[src/design/gsa_pkg.sv]
package gsa_pkg;

   localparam int IDX_W     = 6;
   localparam int SCORE_W   = 32;
   localparam int EXT_W     = 36;
   localparam int RES_W     = 8;
   localparam int LET_W     = 5;
   localparam int ENTRY_W   = 12;
   localparam int GAP_W     = 16;
   localparam int TAB_AW    = 2 * LET_W;
   localparam int TAB_W     = ENTRY_W + 1;
   localparam int FRAC_BITS = 4;
   localparam int BLOSUM_N  = 20;

   localparam logic [LET_W-1:0] NO_LETTER = 5'd31;
   localparam logic [RES_W-1:0] CHAR_A    = 8'h41;
   localparam logic [RES_W-1:0] CHAR_Z    = 8'h5A;

   localparam logic CSR_GAP_OPEN   = 1'b0;
   localparam logic CSR_GAP_EXTEND = 1'b1;

   typedef enum logic [1:0] {
      ACT_APPEND_A = 2'd0,
      ACT_APPEND_B = 2'd1,
      ACT_TABLE    = 2'd2,
      ACT_ALIGN    = 2'd3
   } action_type;

   typedef enum logic [4:0] {
      CMD_NONE,
      CMD_CLEAR,
      CMD_LOAD,
      CMD_ALIGN_START,
      CMD_ROW0,
      CMD_ROW_START,
      CMD_CELL_RD,
      CMD_CELL_TB,
      CMD_CELL_WR,
      CMD_WALK_START,
      CMD_WALK_PUSH,
      CMD_WALK_NEXT,
      CMD_REPLAY_START,
      CMD_REPLAY_RD,
      CMD_REPLAY_SEG,
      CMD_EMIT,
      CMD_EMPTY,
      CMD_FINISH
   } cmd_type;

   typedef enum logic [3:0] {
      ST_CLEAR,
      ST_IDLE,
      ST_ROW0,
      ST_ROW_START,
      ST_CELL_RD,
      ST_CELL_TB,
      ST_CELL_WR,
      ST_WALK_START,
      ST_WALK_PUSH,
      ST_WALK_WAIT,
      ST_REPLAY_START,
      ST_REPLAY_RD,
      ST_REPLAY_SEG,
      ST_EMIT,
      ST_EMPTY,
      ST_OUT_WAIT
   } state_type;

   typedef struct packed {
      logic clr_done;
      logic la_zero;
      logic lb_zero;
      logic col_last;
      logic row_last;
      logic at_origin;
      logic at_edge;
      logic seg_done;
      logic out_taken;
      logic out_last;
   } status_type;

   localparam int BLOSUM [BLOSUM_N][BLOSUM_N] = '{
      '{ 4, 0,-2,-1,-2, 0,-2,-1,-1,-1,-1,-2,-1,-1,-1, 1, 0, 0,-3,-2},
      '{ 0, 9,-3,-4,-2,-3,-3,-1,-3,-1,-1,-3,-3,-3,-3,-1,-1,-1,-2,-2},
      '{-2,-3, 6, 2,-3,-1,-1,-3,-1,-4,-3, 1,-1, 0,-2, 0,-1,-3,-4,-3},
      '{-1,-4, 2, 5,-3,-2, 0,-3, 1,-3,-2, 0,-1, 2, 0, 0,-1,-2,-3,-2},
      '{-2,-2,-3,-3, 6,-3,-1, 0,-3, 0, 0,-3,-4,-3,-3,-2,-2,-1, 1, 3},
      '{ 0,-3,-1,-2,-3, 6,-2,-4,-2,-4,-3, 0,-2,-2,-2, 0,-2,-3,-2,-3},
      '{-2,-3,-1, 0,-1,-2, 8,-3,-1,-3,-2, 1,-2, 0, 0,-1,-2,-3,-2, 2},
      '{-1,-1,-3,-3, 0,-4,-3, 4,-3, 2, 1,-3,-3,-3,-3,-2,-1, 3,-3,-1},
      '{-1,-3,-1, 1,-3,-2,-1,-3, 5,-2,-1, 0,-1, 1, 2, 0,-1,-2,-3,-2},
      '{-1,-1,-4,-3, 0,-4,-3, 2,-2, 4, 2,-3,-3,-2,-2,-2,-1, 1,-2,-1},
      '{-1,-1,-3,-2, 0,-3,-2, 1,-1, 2, 5,-2,-2, 0,-1,-1,-1, 1,-1,-1},
      '{-2,-3, 1, 0,-3, 0, 1,-3, 0,-3,-2, 6,-2, 0, 0, 1, 0,-3,-4,-2},
      '{-1,-3,-1,-1,-4,-2,-2,-3,-1,-3,-2,-2, 7,-1,-2,-1,-1,-2,-4,-3},
      '{-1,-3, 0, 2,-3,-2, 0,-3, 1,-2, 0, 0,-1, 5, 1, 0,-1,-2,-2,-1},
      '{-1,-3,-2, 0,-3,-2, 0,-3, 2,-2,-1, 0,-2, 1, 5,-1,-1,-3,-3,-2},
      '{ 1,-1, 0, 0,-2, 0,-1,-2, 0,-2,-1, 1,-1, 0,-1, 4, 1,-2,-3,-2},
      '{ 0,-1,-1,-1,-2,-2,-2,-1,-1,-1,-1, 0,-1,-1,-1, 1, 5, 0,-2,-2},
      '{ 0,-1,-3,-2,-1,-3,-3, 3,-2, 1, 1,-3,-2,-2,-3,-2, 0, 4,-3,-1},
      '{-3,-2,-4,-3, 1,-2,-2,-3,-3,-2,-1,-4,-4,-2,-3,-3,-2,-3,11, 2},
      '{-2,-2,-3,-2, 3,-3, 2,-1,-2,-1,-1,-2,-3,-1,-2,-2,-2,-1, 2, 7}
   };

   // letter 0..25 to its blosum row, NO_LETTER when the letter has none
   function automatic logic [LET_W-1:0] blosum_index(input logic [LET_W-1:0] letter);
      logic [LET_W-1:0] idx;
      unique case (letter)
         5'd0:    idx = 5'd0;
         5'd2:    idx = 5'd1;
         5'd3:    idx = 5'd2;
         5'd4:    idx = 5'd3;
         5'd5:    idx = 5'd4;
         5'd6:    idx = 5'd5;
         5'd7:    idx = 5'd6;
         5'd8:    idx = 5'd7;
         5'd10:   idx = 5'd8;
         5'd11:   idx = 5'd9;
         5'd12:   idx = 5'd10;
         5'd13:   idx = 5'd11;
         5'd15:   idx = 5'd12;
         5'd16:   idx = 5'd13;
         5'd17:   idx = 5'd14;
         5'd18:   idx = 5'd15;
         5'd19:   idx = 5'd16;
         5'd21:   idx = 5'd17;
         5'd22:   idx = 5'd18;
         5'd24:   idx = 5'd19;
         default: idx = NO_LETTER;
      endcase
      return idx;
   endfunction

   // substitution table contents after reset, scaled and saturated
   function automatic logic [TAB_W-1:0] table_reset_entry(input logic [TAB_AW-1:0] addr);
      logic [LET_W-1:0] ri;
      logic [LET_W-1:0] ci;
      int               v;
      logic [TAB_W-1:0] entry;
      ri = blosum_index(addr[TAB_AW-1:LET_W]);
      ci = blosum_index(addr[LET_W-1:0]);
      entry = '0;
      if ((ri != NO_LETTER) && (ci != NO_LETTER)) begin
         v = BLOSUM[ri][ci] * (1 << FRAC_BITS);
         if (v > 2047) begin
            v = 2047;
         end
         if (v < -2048) begin
            v = -2048;
         end
         entry = {1'b1, v[ENTRY_W-1:0]};
      end
      return entry;
   endfunction

endpackage

[src/design/gsa_ctrl.sv]
module gsa_ctrl (
   input  logic                 clock,
   input  logic                 reset,
   input  logic                 req_valid,
   input  logic [1:0]           req_action,
   output logic                 req_ready,
   input  gsa_pkg::status_type  status,
   output gsa_pkg::cmd_type     cmd
);
   import gsa_pkg::*;

   state_type state_ff;
   state_type state_in;

   always_ff @(posedge clock) begin
      if (reset) begin
         state_ff <= ST_CLEAR;
      end else begin
         state_ff <= state_in;
      end
   end

   always_comb begin
      state_in  = state_ff;
      cmd       = CMD_NONE;
      req_ready = 1'b0;
      unique case (state_ff)
         ST_CLEAR: begin
            cmd = CMD_CLEAR;
            if (status.clr_done) begin
               state_in = ST_IDLE;
            end
         end
         ST_IDLE: begin
            req_ready = 1'b1;
            if (req_valid) begin
               if (req_action == ACT_ALIGN) begin
                  cmd = CMD_ALIGN_START;
                  if (status.la_zero && status.lb_zero) begin
                     state_in = ST_EMPTY;
                  end else begin
                     state_in = ST_ROW0;
                  end
               end else begin
                  cmd = CMD_LOAD;
               end
            end
         end
         ST_ROW0: begin
            cmd = CMD_ROW0;
            if (status.col_last) begin
               state_in = status.la_zero ? ST_WALK_START : ST_ROW_START;
            end
         end
         ST_ROW_START: begin
            cmd = CMD_ROW_START;
            if (!status.lb_zero) begin
               state_in = ST_CELL_RD;
            end else if (status.row_last) begin
               state_in = ST_WALK_START;
            end
         end
         ST_CELL_RD: begin
            cmd      = CMD_CELL_RD;
            state_in = ST_CELL_TB;
         end
         ST_CELL_TB: begin
            cmd      = CMD_CELL_TB;
            state_in = ST_CELL_WR;
         end
         ST_CELL_WR: begin
            cmd = CMD_CELL_WR;
            if (!status.col_last) begin
               state_in = ST_CELL_RD;
            end else if (status.row_last) begin
               state_in = ST_WALK_START;
            end else begin
               state_in = ST_ROW_START;
            end
         end
         ST_WALK_START: begin
            cmd      = CMD_WALK_START;
            state_in = ST_WALK_PUSH;
         end
         ST_WALK_PUSH: begin
            cmd = CMD_WALK_PUSH;
            if (status.at_origin) begin
               state_in = ST_REPLAY_START;
            end else if (!status.at_edge) begin
               state_in = ST_WALK_WAIT;
            end
         end
         ST_WALK_WAIT: begin
            cmd      = CMD_WALK_NEXT;
            state_in = ST_WALK_PUSH;
         end
         ST_REPLAY_START: begin
            cmd      = CMD_REPLAY_START;
            state_in = ST_REPLAY_RD;
         end
         ST_REPLAY_RD: begin
            cmd      = CMD_REPLAY_RD;
            state_in = ST_REPLAY_SEG;
         end
         ST_REPLAY_SEG: begin
            cmd      = CMD_REPLAY_SEG;
            state_in = ST_EMIT;
         end
         ST_EMIT: begin
            cmd      = CMD_EMIT;
            state_in = ST_OUT_WAIT;
         end
         ST_EMPTY: begin
            cmd      = CMD_EMPTY;
            state_in = ST_OUT_WAIT;
         end
         ST_OUT_WAIT: begin
            if (status.out_taken) begin
               if (status.out_last) begin
                  cmd      = CMD_FINISH;
                  state_in = ST_IDLE;
               end else if (status.seg_done) begin
                  state_in = ST_REPLAY_RD;
               end else begin
                  state_in = ST_EMIT;
               end
            end
         end
         default: begin
            state_in = ST_IDLE;
         end
      endcase
   end

endmodule

[config.mk]
export PLATFORM = sky130hd
export DESIGN_NAME = gsa_ctrl
export DESIGN_NICKNAME = d
export VERILOG_FILES = /design/src/design/gsa_pkg.sv /design/src/design/gsa_ctrl.sv
export SDC_FILE = /design/constraint.sdc
export NUM_CORES = 1
export LEC_CHECK = 0
export ABC_AREA = 1
export BUFFER_PORTS_ARGS = -buffer_cell sky130_fd_sc_hd__buf_2
export CAP_MARGIN = 20
export CELL_PAD_IN_SITES_DETAIL_PLACEMENT = 1
export CELL_PAD_IN_SITES_GLOBAL_PLACEMENT = 2
export CORE_MARGIN = 1.5
export CORE_UTILIZATION = 22
export DETAILED_ROUTE_END_ITERATION = 8
export PLACE_DENSITY_LB_ADDON = 0.15
export SYNTH_ARGS = -nofsm -noshare
export SYNTH_HDL_FRONTEND = slang
export SYNTH_SLANG_ARGS = --single-unit
[constraint.sdc]
create_clock -name clock -period 1.61 [get_ports clock]
set_input_delay 0.161 -clock clock [delete_from_list [all_inputs] [get_ports clock]]
set_output_delay 0.161 -clock clock [all_outputs]
set_load 0.1 [all_outputs]
* After elaboration in Yosys (flattened, before gate mapping)
Cells that the tools add are included.
** Storage, ports and cells
- Register bits after elaboration :: 4
- Output and inout port bits :: 6
** Operators by class
- Reductions and logical operators :: 5
- Equal/unequal tests :: 23
- Mux-type cells :: 22
** Operators with widths (number)
- $pmux 5 s16 :: 1
- $pmux 4 s14 :: 1
- $mux 4 :: 11
- $eq 4x4->1 const B :: 8
- $eq 4x3->1 const B :: 4
- $mux 3 :: 4
- $mux 5 :: 2
- $ne 2x2->1 const B :: 5
- $eq 4x2->1 const B :: 2
- $reduce_and 7->1 :: 1
- $ne 3x3->1 const B :: 2
- $eq 4x1->1 const B :: 1
- $logic_not 4->1 :: 1
- $reduce_or 2->1 :: 2
- $eq 2x2->1 const B :: 1
- $mux 1 :: 2
- $mux 2 :: 1
- $logic_and 1x1->1 :: 1

* Longest topological paths before layout
Gate-level depths: netlist of the first run.
- Word-level depth :: 5
- Gate-level depth with buffers :: 10

* Least setup slack after synthesis of the first run
OpenSTA, ideal clock, no wires.
- Path type :: register to output
- Start point :: register state_ff[2]
- End point :: output cmd[0]
- Arrival :: 2.274 ns
- Data required time :: 1.449 ns
- Stages on the path, launching flop included :: 5
- Path slack :: -0.825 ns
- Path through :: dfxtp_1 > buf_2 > nor2_2 > nand2_1 > o211ai_1
** Between the ends
- Longest elaborated chain between the ends :: 2
- Elaborated cells on any way between the ends :: 17
** Ends and longest elaborated chain
- from (decl) :: line gsa_ctrl.sv:12 : state_type state_ff;
- from (signal assigned) :: line gsa_ctrl.sv:19 : state_ff <= state_in;
- $eq 4x4->1, or another cell as far along :: line gsa_ctrl.sv:27 : unique case (state_ff)
- $pmux 5 s16 * :: line gsa_ctrl.sv:27
- to (decl) :: line gsa_ctrl.sv:8 : output gsa_pkg::cmd_type cmd
Every way passes the cells marked *; elsewhere a longest branch is shown, timed or not.

* Worst setup path in the final report of the first run
- Start point :: register state_ff[0]
- End point :: output cmd[0]
The elaborated chain is that of the path after synthesis.

==> results.md, run 1 <==
* Run status: finished with violations
* Failing checks: setup timing
* Overflow after GRT at 0
* Data arrival time of the critical path at 1.45 ns
* Share of the synthesized area in the top cell type at 24.5%
* Register area share after synthesis at 13.1%
* CTS hold repair buffers at 0
* Yosys cell types at 20
* Ports at 21
* Final Wtd Congestion at 0.840
* Clock latency on the worst-skew pair at 0.23 ns
* RSZ-0062 raised after global routing: true
* Top Metal Used: met3
* Tmin final at 1.61 ns
* Worst Setup Path Type: reg2out
* Core ar. at 2540 µm²
* Worst slack at placement at 0.101 ns
* Peak Freq at approximately 620 MHz
* Most frequent cells in the layout: nand2_1 (36), nor2_1 (17), nand3_1 (15)
* Row cnt at 18
* Initial DRC Count at 15
* Synth warn at 0
* Total CTS buffers at 3
* Clock Tree Buf Depth at 2
* Clock Root Buffer: clkbuf_4
* Hpwl dp at 2.11 mm
* Max_cap viols at 0
* Fin nets at 172
* Max H-tree Level at 1
* Peak supply drop at ~1.4 mV
* Max FFs per register at 4
* CTS clock-pin slew for the worst setup and hold paths at 0.04 ns
* Syn avg cell area at 5.02 µm²
* DIE HEIGHT at 55.7 µm
* DR vias/cell at around 4.9
* TritonCTS clock tree: yes
* Slew headroom at between 70 and 80%
* Worst path top cell family by delay: compound AO/OA/AOI/OAI gates
* # fillers at 358
* Met3 Routed Length at between 60 and 70 µm
* Hold endpoint: state_ff[2]
* Via count at 905
* Vias in the first global route at between 900 and 1,000
* Req. time, crit path at around 1.5 ns
* Starting Density at 24.0%
* Max FO, Critical Path at 7
* Layout Skew at between 0.0015 and 0.002 ns
* Worst r2r src: state_ff[2]
* R2r setup slk at 0.14 ns
* Initial antenna violation count at 0
* Max-slew violation count at 0
* Leakage at 0.534 nW
* DR WL/cell at 13.1 µm
* DR WL met2 at between 1 and 1.5 mm
* WHS Path Cells at 2
* R2r worst-path depth at 10
* #FFs+latches synth at 4
* Period Utilization, post-route at 100%
* Worst path cell trace: nand2_4 -> clkinv_2 -> a221oi_2 -> o211ai_1 -> buf_12
* Drt drc at 0
* Worst Hold Class: in2reg
* Biggest registers after layout: state_ff: 4 flops
* Final Hold Fails at 0
* Reg2reg end: state_ff[2]
* Buf/Inv on CP at 2
* Die X at 55.7 µm
* Commonest non-fill, non-tap cell in the layout: nand2_1
* Pwr/cell area at ~2100 nW/µm²
* CP Capture Type: output port
* Netlist Area Pre-Place at 612 µm²
* First-pass GRT wire length at 4.11 mm
* Worst Tran Pin Value at 0.331 ns
* Area leader, netlist: nand2_1
* # diodes at 0
* Hold Crit Start: reset
* Syn Inst Count at 122
* Syn_nets at 137
* Final setup vio count at 1
* Routed WL at 2.43 mm
* Most flop-heavy register: state_ff
* Pin count of the biggest net entering global routing at 8
* Clock sinks at 4
* Post-DRT Antenna Nets at 0
* Drt pass-1 iters at 4
* Startpoint Class: register
* Design Power at 0.00211 W
* Max incr delay on CP at 0.37 ns
* Tot GR Track Use at 16.4%
* Main area contributors after synthesis: nand2_1 (25%), dfxtp_1 (13%), nand3_1 (12%)
* Slowest-stage cell, CP: dfxtp_4
* P&R area growth vs syn at 64.6%
* Met1 WL at 1.12 mm
* Worst Slack Setup Final at -0.00248 ns
* Fraction of layout cells with a size suffix above 1 at 38.7%
* PortBufs at 20
* Area of the die at 3110 µm²
## area by class of cell
type / instances / area, µm² / area share (%)
repair buffers: 32 / 280 / 27.8
multi-input cells: 100 / 518 / 51.4
clock buffers: 3 / 22.5 / 2.24
inverters: 16 / 61.3 / 6.09
flip-flops and latches: 4 / 87.6 / 8.70
well taps: 30 / 37.5 / 3.73
## synthesized netlist by cell type
cell type,count
nand2_1,40
nor2_1,20
nand3_1,15
inv_1,12
a21oi_1,7
dfxtp_1,4
nor2_2,4
inv_2,3
nand2_2,2
nand4_1,2
nor3_1,2
o211ai_1,2
o22ai_1,2
a221oi_1,1
buf_2,1
buf_4,1
clkinv_1,1
nand3b_1,1
nor2_4,1
xor2_1,1
## worst reg2reg max path: cells and delay by family (launching register included)
kind | cells | cell delay, ns
AND/OR/NAND/NOR | 6 | 0.49
AO/OA/AOI/OAI | 1 | 0.12
flip-flops | 1 | 0.34
buffers and inverters | 3 | 0.46
## how the worst max path moves through the flow
stage,to,cells past startpoint,from,slack [ns]
2_1_floorplan,cmd[0],4,state_ff[2],-0.68
3_3_place_gp,cmd[0],5,state_ff[0],0.14
3_5_place_dp,cmd[0],5,state_ff[0],0.10
4_1_cts,cmd[0],5,state_ff[1],-0.02
5_1_grt,cmd[0],5,state_ff[0],-0.07
6_report,cmd[0],5,state_ff[0],-0.002
## kinds of logic after synthesis
family          synth area share, %
simple gates                   62.0
buf+inv                        11.9
compound gates                 11.7
flops                          13.1
xor+xnor                       1.43
## power breakdown
group,internal [W],switching [W],total (W)
clock network,0.0000832,0.0000391,0.000122
registers,0.000141,0.0000567,0.000197
logic,0.000627,0.00116,0.00179
## timing repair
item	in CTS	in global routing
endpoints found under the hold margin	0	0
buffers inserted	1	0
pin swaps	3	0
endpoints found under the setup margin	3	2
gates resized for setup	11	1
## per-stage QoR
step / utilization, % / hold WS [ns] / instances / cell area [µm²] / TNS (ns)
floorplan: - / 0.223 / 122 / 653 / -1.66
global placement: 37.1 / 0.362 / 181 / 945 / 0
detailed placement: 37.1 / 0.368 / 181 / 945 / 0
CTS: 39.5 / 0.112 / 185 / 1000 / -0.0179
global route: 39.6 / 0.124 / 185 / 1010 / -0.0711
finish: 39.6 / 0.124 / 185 / 1010 / -0.00248
## per-layer routing
| metal | vias to the layer above | global-route usage [%] |
|---|---|---|
| met4 | 0 | 3.14 |
| met3 | 0 | 1.86 |
| li1 | 459 | - |
| met2 | 16 | 30.4 |
| met1 | 430 | 20.2 |
| met5 | - | 0 |
Note: power is estimated with default switching activity, not from simulation.
==> inputs of run 2 (changes only) <==
BUFFER_PORTS_ARGS = unset   (was -buffer_cell sky130_fd_sc_hd__buf_2)
CAP_MARGIN = 10   (was 20)
CORE_UTILIZATION = 27   (was 22)
DONT_BUFFER_PORTS = 1   (was unset)
==> results.md, run 2 (same netlist as run 1, synthesis figures left out) <==
* Final Hold Fails at 0
* Row cnt at 17
* Placed inst area at 841 µm²
* Final setup vio count at 2
* Clock Root Buffer: clkbuf_4
* Vias in the first global route at 831
* Layout Skew at a little over 0.009 ns
* Ports at 21
* First-pass GRT wire length at 3.87 mm
* Worst Slack Setup Final at -0.0274 ns
* Biggest registers after layout: state_ff: 4 flops
* DR WL/cell at 14.6 µm
* Via count at 862
* Design Power at between 0.002 and 0.0025 W
* Max FFs per register at 4
* Worst Hold Class: in2reg
* Worst Setup Path Type: reg2out
* Max FO, Critical Path at 5
* Tot GR Track Use at 20.4%
* RSZ-0062 raised after global routing: true
* Startpoint Class: register
* Starting Density at 28.2%
* Core ar. at 2170 µm²
* Max-slew violation count at 0
* # fillers at 308
* Worst Tran Pin Value at 0.380 ns
* Initial DRC Count at 26
* Hpwl dp at 1.95 mm
* # diodes at 0
* Pin count of the biggest net entering global routing at 8
* Run status: finished with violations
* Pwr/cell area at between 2000 and 2500 nW/µm²
* Peak Freq at 611 MHz
* Period Utilization, post-route at 102%
* Die X at 50.6 µm
* Req. time, crit path at roughly 1.5 ns
* Slew headroom at 74.6%
* Post-DRT Antenna Nets at 0
* TritonCTS clock tree: yes
* Failing checks: setup timing
* DIE HEIGHT at 50.6 µm
* Leakage at 0.491 nW
* DR vias/cell at between 5 and 6
* Tmin final at between 1.5 and 2 ns
* Most frequent cells in the layout: nand2_1 (34), nor2_1 (17), nand3_1 (15)
* Data arrival time of the critical path at 1.48 ns
* Drt pass-1 iters at 4
* Peak supply drop at 1.05 mV
* Initial antenna violation count at 0
* Setup TNS at -0.0371 ns
* PortBufs at 0
* Total CTS buffers at 3
* Final Wtd Congestion at 0.879
* Fin nets at 159
* Max H-tree Level at 1
* Max_cap viols at 0
* Drt drc at 0
* Clock latency on the worst-skew pair at 0.24 ns
* CTS clock-pin slew for the worst setup and hold paths at ~0.040 ns
* Overflow after GRT at 0
* Clock Tree Buf Depth at 2
* Area of the die at approximately 2600 µm²
* P&R area growth vs syn at 59.3%
* Fin area at 975 µm²
* Hold slack at roughly 0.16 ns
* Clock sinks at 4
* Fraction of layout cells with a size suffix above 1 at a little over a third
* CP Capture Type: output port
* Routed WL at approximately 2.5 mm
* Worst slack at placement at 0.0248 ns
* Commonest non-fill, non-tap cell in the layout: nand2_1
* Most flop-heavy register: state_ff
==> run 2: cell types whose count changed in the layout (fill, tap and decap cells not counted), sizes merged <==
cell / change
inv: +1
dlygate4sd3: +1
clkbuf: +1
buf: -15
clkinv: -1
==> run 2: metrics by stage <==
stage                     cells  utilization [%]
final                       170             44.9
after global routing        170             44.9
after CTS                   166             40.9
after detailed placement    162             38.8
after global placement      162             38.8
after floorplan             122                -
==> run 2: power breakdown <==
group	switching, W	leakage, nW	internal, W
Sequential	0.0000743	0.0353	0.000147
Combinational	0.00118	0.442	0.000642
Clock	0.0000435	0.0138	0.0000835
Total	0.00129	0.491	0.000872
==> run 2: layout make-up <==
class,count,area [µm²],area share [%]
multi-input combinational,100,546,56.0
timing repair buffer,19,216,22.2
sequential,4,92.6,9.50
inverter,16,62.6,6.42
tap,28,35.0,3.59
clock buffer,3,22.5,2.31
==> run 2: layer usage <==
layer  up-vias  track usage (%)  share of wire [%]
li1        428                -                  -
met1       409             25.0                 43
met2        17             34.2                 51
met3         8             1.49                2.5
met4         0             12.6                3.4
met5         -                0                  0
==> run 2: worst paths after layout <==
path,cells after the start,endpoint,slack (ns),start
worst min register to register,3,state_ff[0],0.68,state_ff[0]
worst max-delay path,5,cmd[0],-0.03,state_ff[2]
worst max register to register,9,state_ff[0],0.07,state_ff[3]
worst min-delay path,3,state_ff[2],0.16,status[1]
==> run 2: repair_timing <==
| item | 4_1_cts | 5_1_grt |
|---|---|---|
| pin swaps | 1 | 5 |
| hold buffers | 1 | 0 |
| endpoints found under the setup margin | 3 | 6 |
| gates resized for setup | 7 | 15 |
| buffers inserted | 0 | 4 |
| hold endpoints to repair | 4 | 0 |
==> run 2: critical path: stages, from the launching register on <==
cell and delay (ns):
dfxtp_4 0.36, buf_6 0.12, nor2_4 0.17, nand2_2 0.08, o211ai_1 0.25, clkbuf_16 0.25
==> inputs of run 3 (changes only) <==
CELL_PAD_IN_SITES_DETAIL_PLACEMENT = unset   (was 1)
CELL_PAD_IN_SITES_GLOBAL_PLACEMENT = unset   (was 2)
CORE_UTILIZATION = 30   (was 27)
SKIP_CTS_REPAIR_TIMING = 1   (was unset)
==> results.md, run 3 (same netlist as run 1, synthesis figures left out) <==
* Run status: finished with violations
* Failing checks: setup timing
* Leakage at 0.463 nW
* Commonest non-fill, non-tap cell in the layout: nand2_1
* Worst Hold Class: in2reg
* Via count at 798
* Routed WL at between 1.5 and 2 mm
* RSZ-0062 raised after global routing: true
* Startpoint Class: register
* Die X at between 40 and 50 µm
* First-pass GRT wire length at 2.93 mm
* Tmin final at 1.63 ns
* Final setup vio count at 1
* Hpwl dp at 1.58 mm
* Initial DRC Count at 16
* Clock Root Buffer: clkbuf_4
* Drt pass-1 iters at 4
* CP Capture Type: output port
* Peak Freq at 614 MHz
* Max FFs per register at 4
* Slowest-stage cell, CP: dfxtp_4
* CTS clock-pin slew for the worst setup and hold paths at 0.04 ns
* Fin util at 47.6%
* Drt drc at 0
* Max FO, Critical Path at 5
* Max H-tree Level at 1
* TritonCTS clock tree: yes
* Worst path cell trace: buf_4 -> nor2_4 -> nand2_2 -> o211ai_1 -> clkbuf_16
* Core ar. at a little under 2000 µm²
* PortBufs at 0
* Slew headroom at 77.2%
* Final Wtd Congestion at 0.867
* Worst r2r src: state_ff[3]
* P&R area growth vs syn at 51.1%
* Final Hold Fails at 0
* Clock sinks at 4
* Biggest registers after layout: state_ff: 4 flops
* WHS Path Cells at 3
* Pwr/cell area at 2140 nW/µm²
* Period Utilization, post-route at 101%
* R2r setup slk at 0.21 ns
* Worst Slack Setup Final at -0.0177 ns
* Most frequent cells in the layout: nand2_1 (36), nor2_1 (17), nand3_1 (14)
* Post-DRT Antenna Nets at 0
* Worst path top cell family by delay: buffers and inverters
* Data arrival time of the critical path at 1.47 ns
* Worst Setup Path Type: reg2out
* DR vias/cell at 4.75
* DIE HEIGHT at 48.2 µm
* Fin nets at approximately 160
* Max_cap viols at 0
* Max incr delay on CP at 0.35 ns
* Req. time, crit path at about 1.5 ns
* Initial antenna violation count at 0
* Overflow after GRT at 0
* Layout Skew at 0.00169 ns
* Buf/Inv on CP at 2
* Row cnt at 16
* Pin count of the biggest net entering global routing at 9
* Max-slew violation count at 0
* Starting Density at 31.5%
* Fraction of layout cells with a size suffix above 1 at ~33%
* Ports at 21
* Design Power at 0.00198 W
* R2r worst-path depth at 9
* Area of the die at 2320 µm²
* Vias in the first global route at 680
* # diodes at 0
* Clock latency on the worst-skew pair at 0.23 ns
* Tot GR Track Use at 17.9%
* DR WL/cell at 11.2 µm
* Clock Tree Buf Depth at 2
* Worst Tran Pin Value at 0.341 ns
* Hold Crit Start: status[1]
* Most flop-heavy register: state_ff
* Reg2reg end: state_ff[1]
* Peak supply drop at 1.17 mV
* Total CTS buffers at 3
* Hold endpoint: state_ff[2]
-- run 3: worst reg2reg max path, delay by kind of cell, from the launching register on --
kind	cells	cell delay (ns)
AO/OA/AOI/OAI	1	0.13
buffers and inverters	2	0.19
flip-flops	1	0.36
AND/OR/NAND/NOR	6	0.66
-- run 3: stage by stage --
step | setup WS [ns] | area, µm² | hold slack [ns] | setup TNS (ns) | std cells
2_1_floorplan | -0.679 | 653 | 0.223 | -1.66 | 122
3_3_place_gp | 0.156 | 855 | 0.224 | 0 | 163
3_5_place_dp | 0.0984 | 855 | 0.226 | 0 | 163
4_1_cts | -0.152 | 877 | -0.0221 | -0.259 | 166
5_1_grt | -0.0799 | 925 | 0.149 | -0.157 | 168
6_report | -0.0177 | 925 | 0.159 | -0.0177 | 168
-- run 3: metal layers --
| layer | GRT usage (%) | vias to the layer above | part of all wire [%] |
|---|---|---|---|
| met4 | 0 | 0 | 0 |
| met5 | 0 | - | 0 |
| met1 | 22.6 | 339 | 45 |
| li1 | - | 432 | - |
| met2 | 31.8 | 27 | 50 |
| met3 | 5.19 | 0 | 4.3 |
-- run 3: cell type report --
type                       instances  area [µm²]
inverter                          16        60.1
sequential                         4        90.1
timing repair buffer              18         193
fill                             219        1020
tap                               27        33.8
multi-input combinational        100         526
clock buffer                       3        22.5
-- run 3: power by group --
| group | leakage (nW) | switching (W) | internal [W] | total (W) |
|---|---|---|---|---|
| clock | 0.0138 | 0.0000401 | 0.0000833 | 0.000123 |
| combinational | 0.415 | 0.00110 | 0.000565 | 0.00166 |
| sequential | 0.0350 | 0.0000522 | 0.000145 | 0.000197 |
-- run 3: how the worst max path moves through the flow --
stage                start     end  slack, ns  depth (start not counted)
2_1_floorplan  state_ff[2]  cmd[0]      -0.68                          4
3_3_place_gp   state_ff[2]  cmd[0]       0.16                          4
3_5_place_dp   state_ff[2]  cmd[0]        0.1                          4
4_1_cts        state_ff[2]  cmd[0]      -0.15                          4
5_1_grt        state_ff[1]  cmd[4]      -0.08                          5
6_report       state_ff[1]  cmd[0]      -0.02                          5
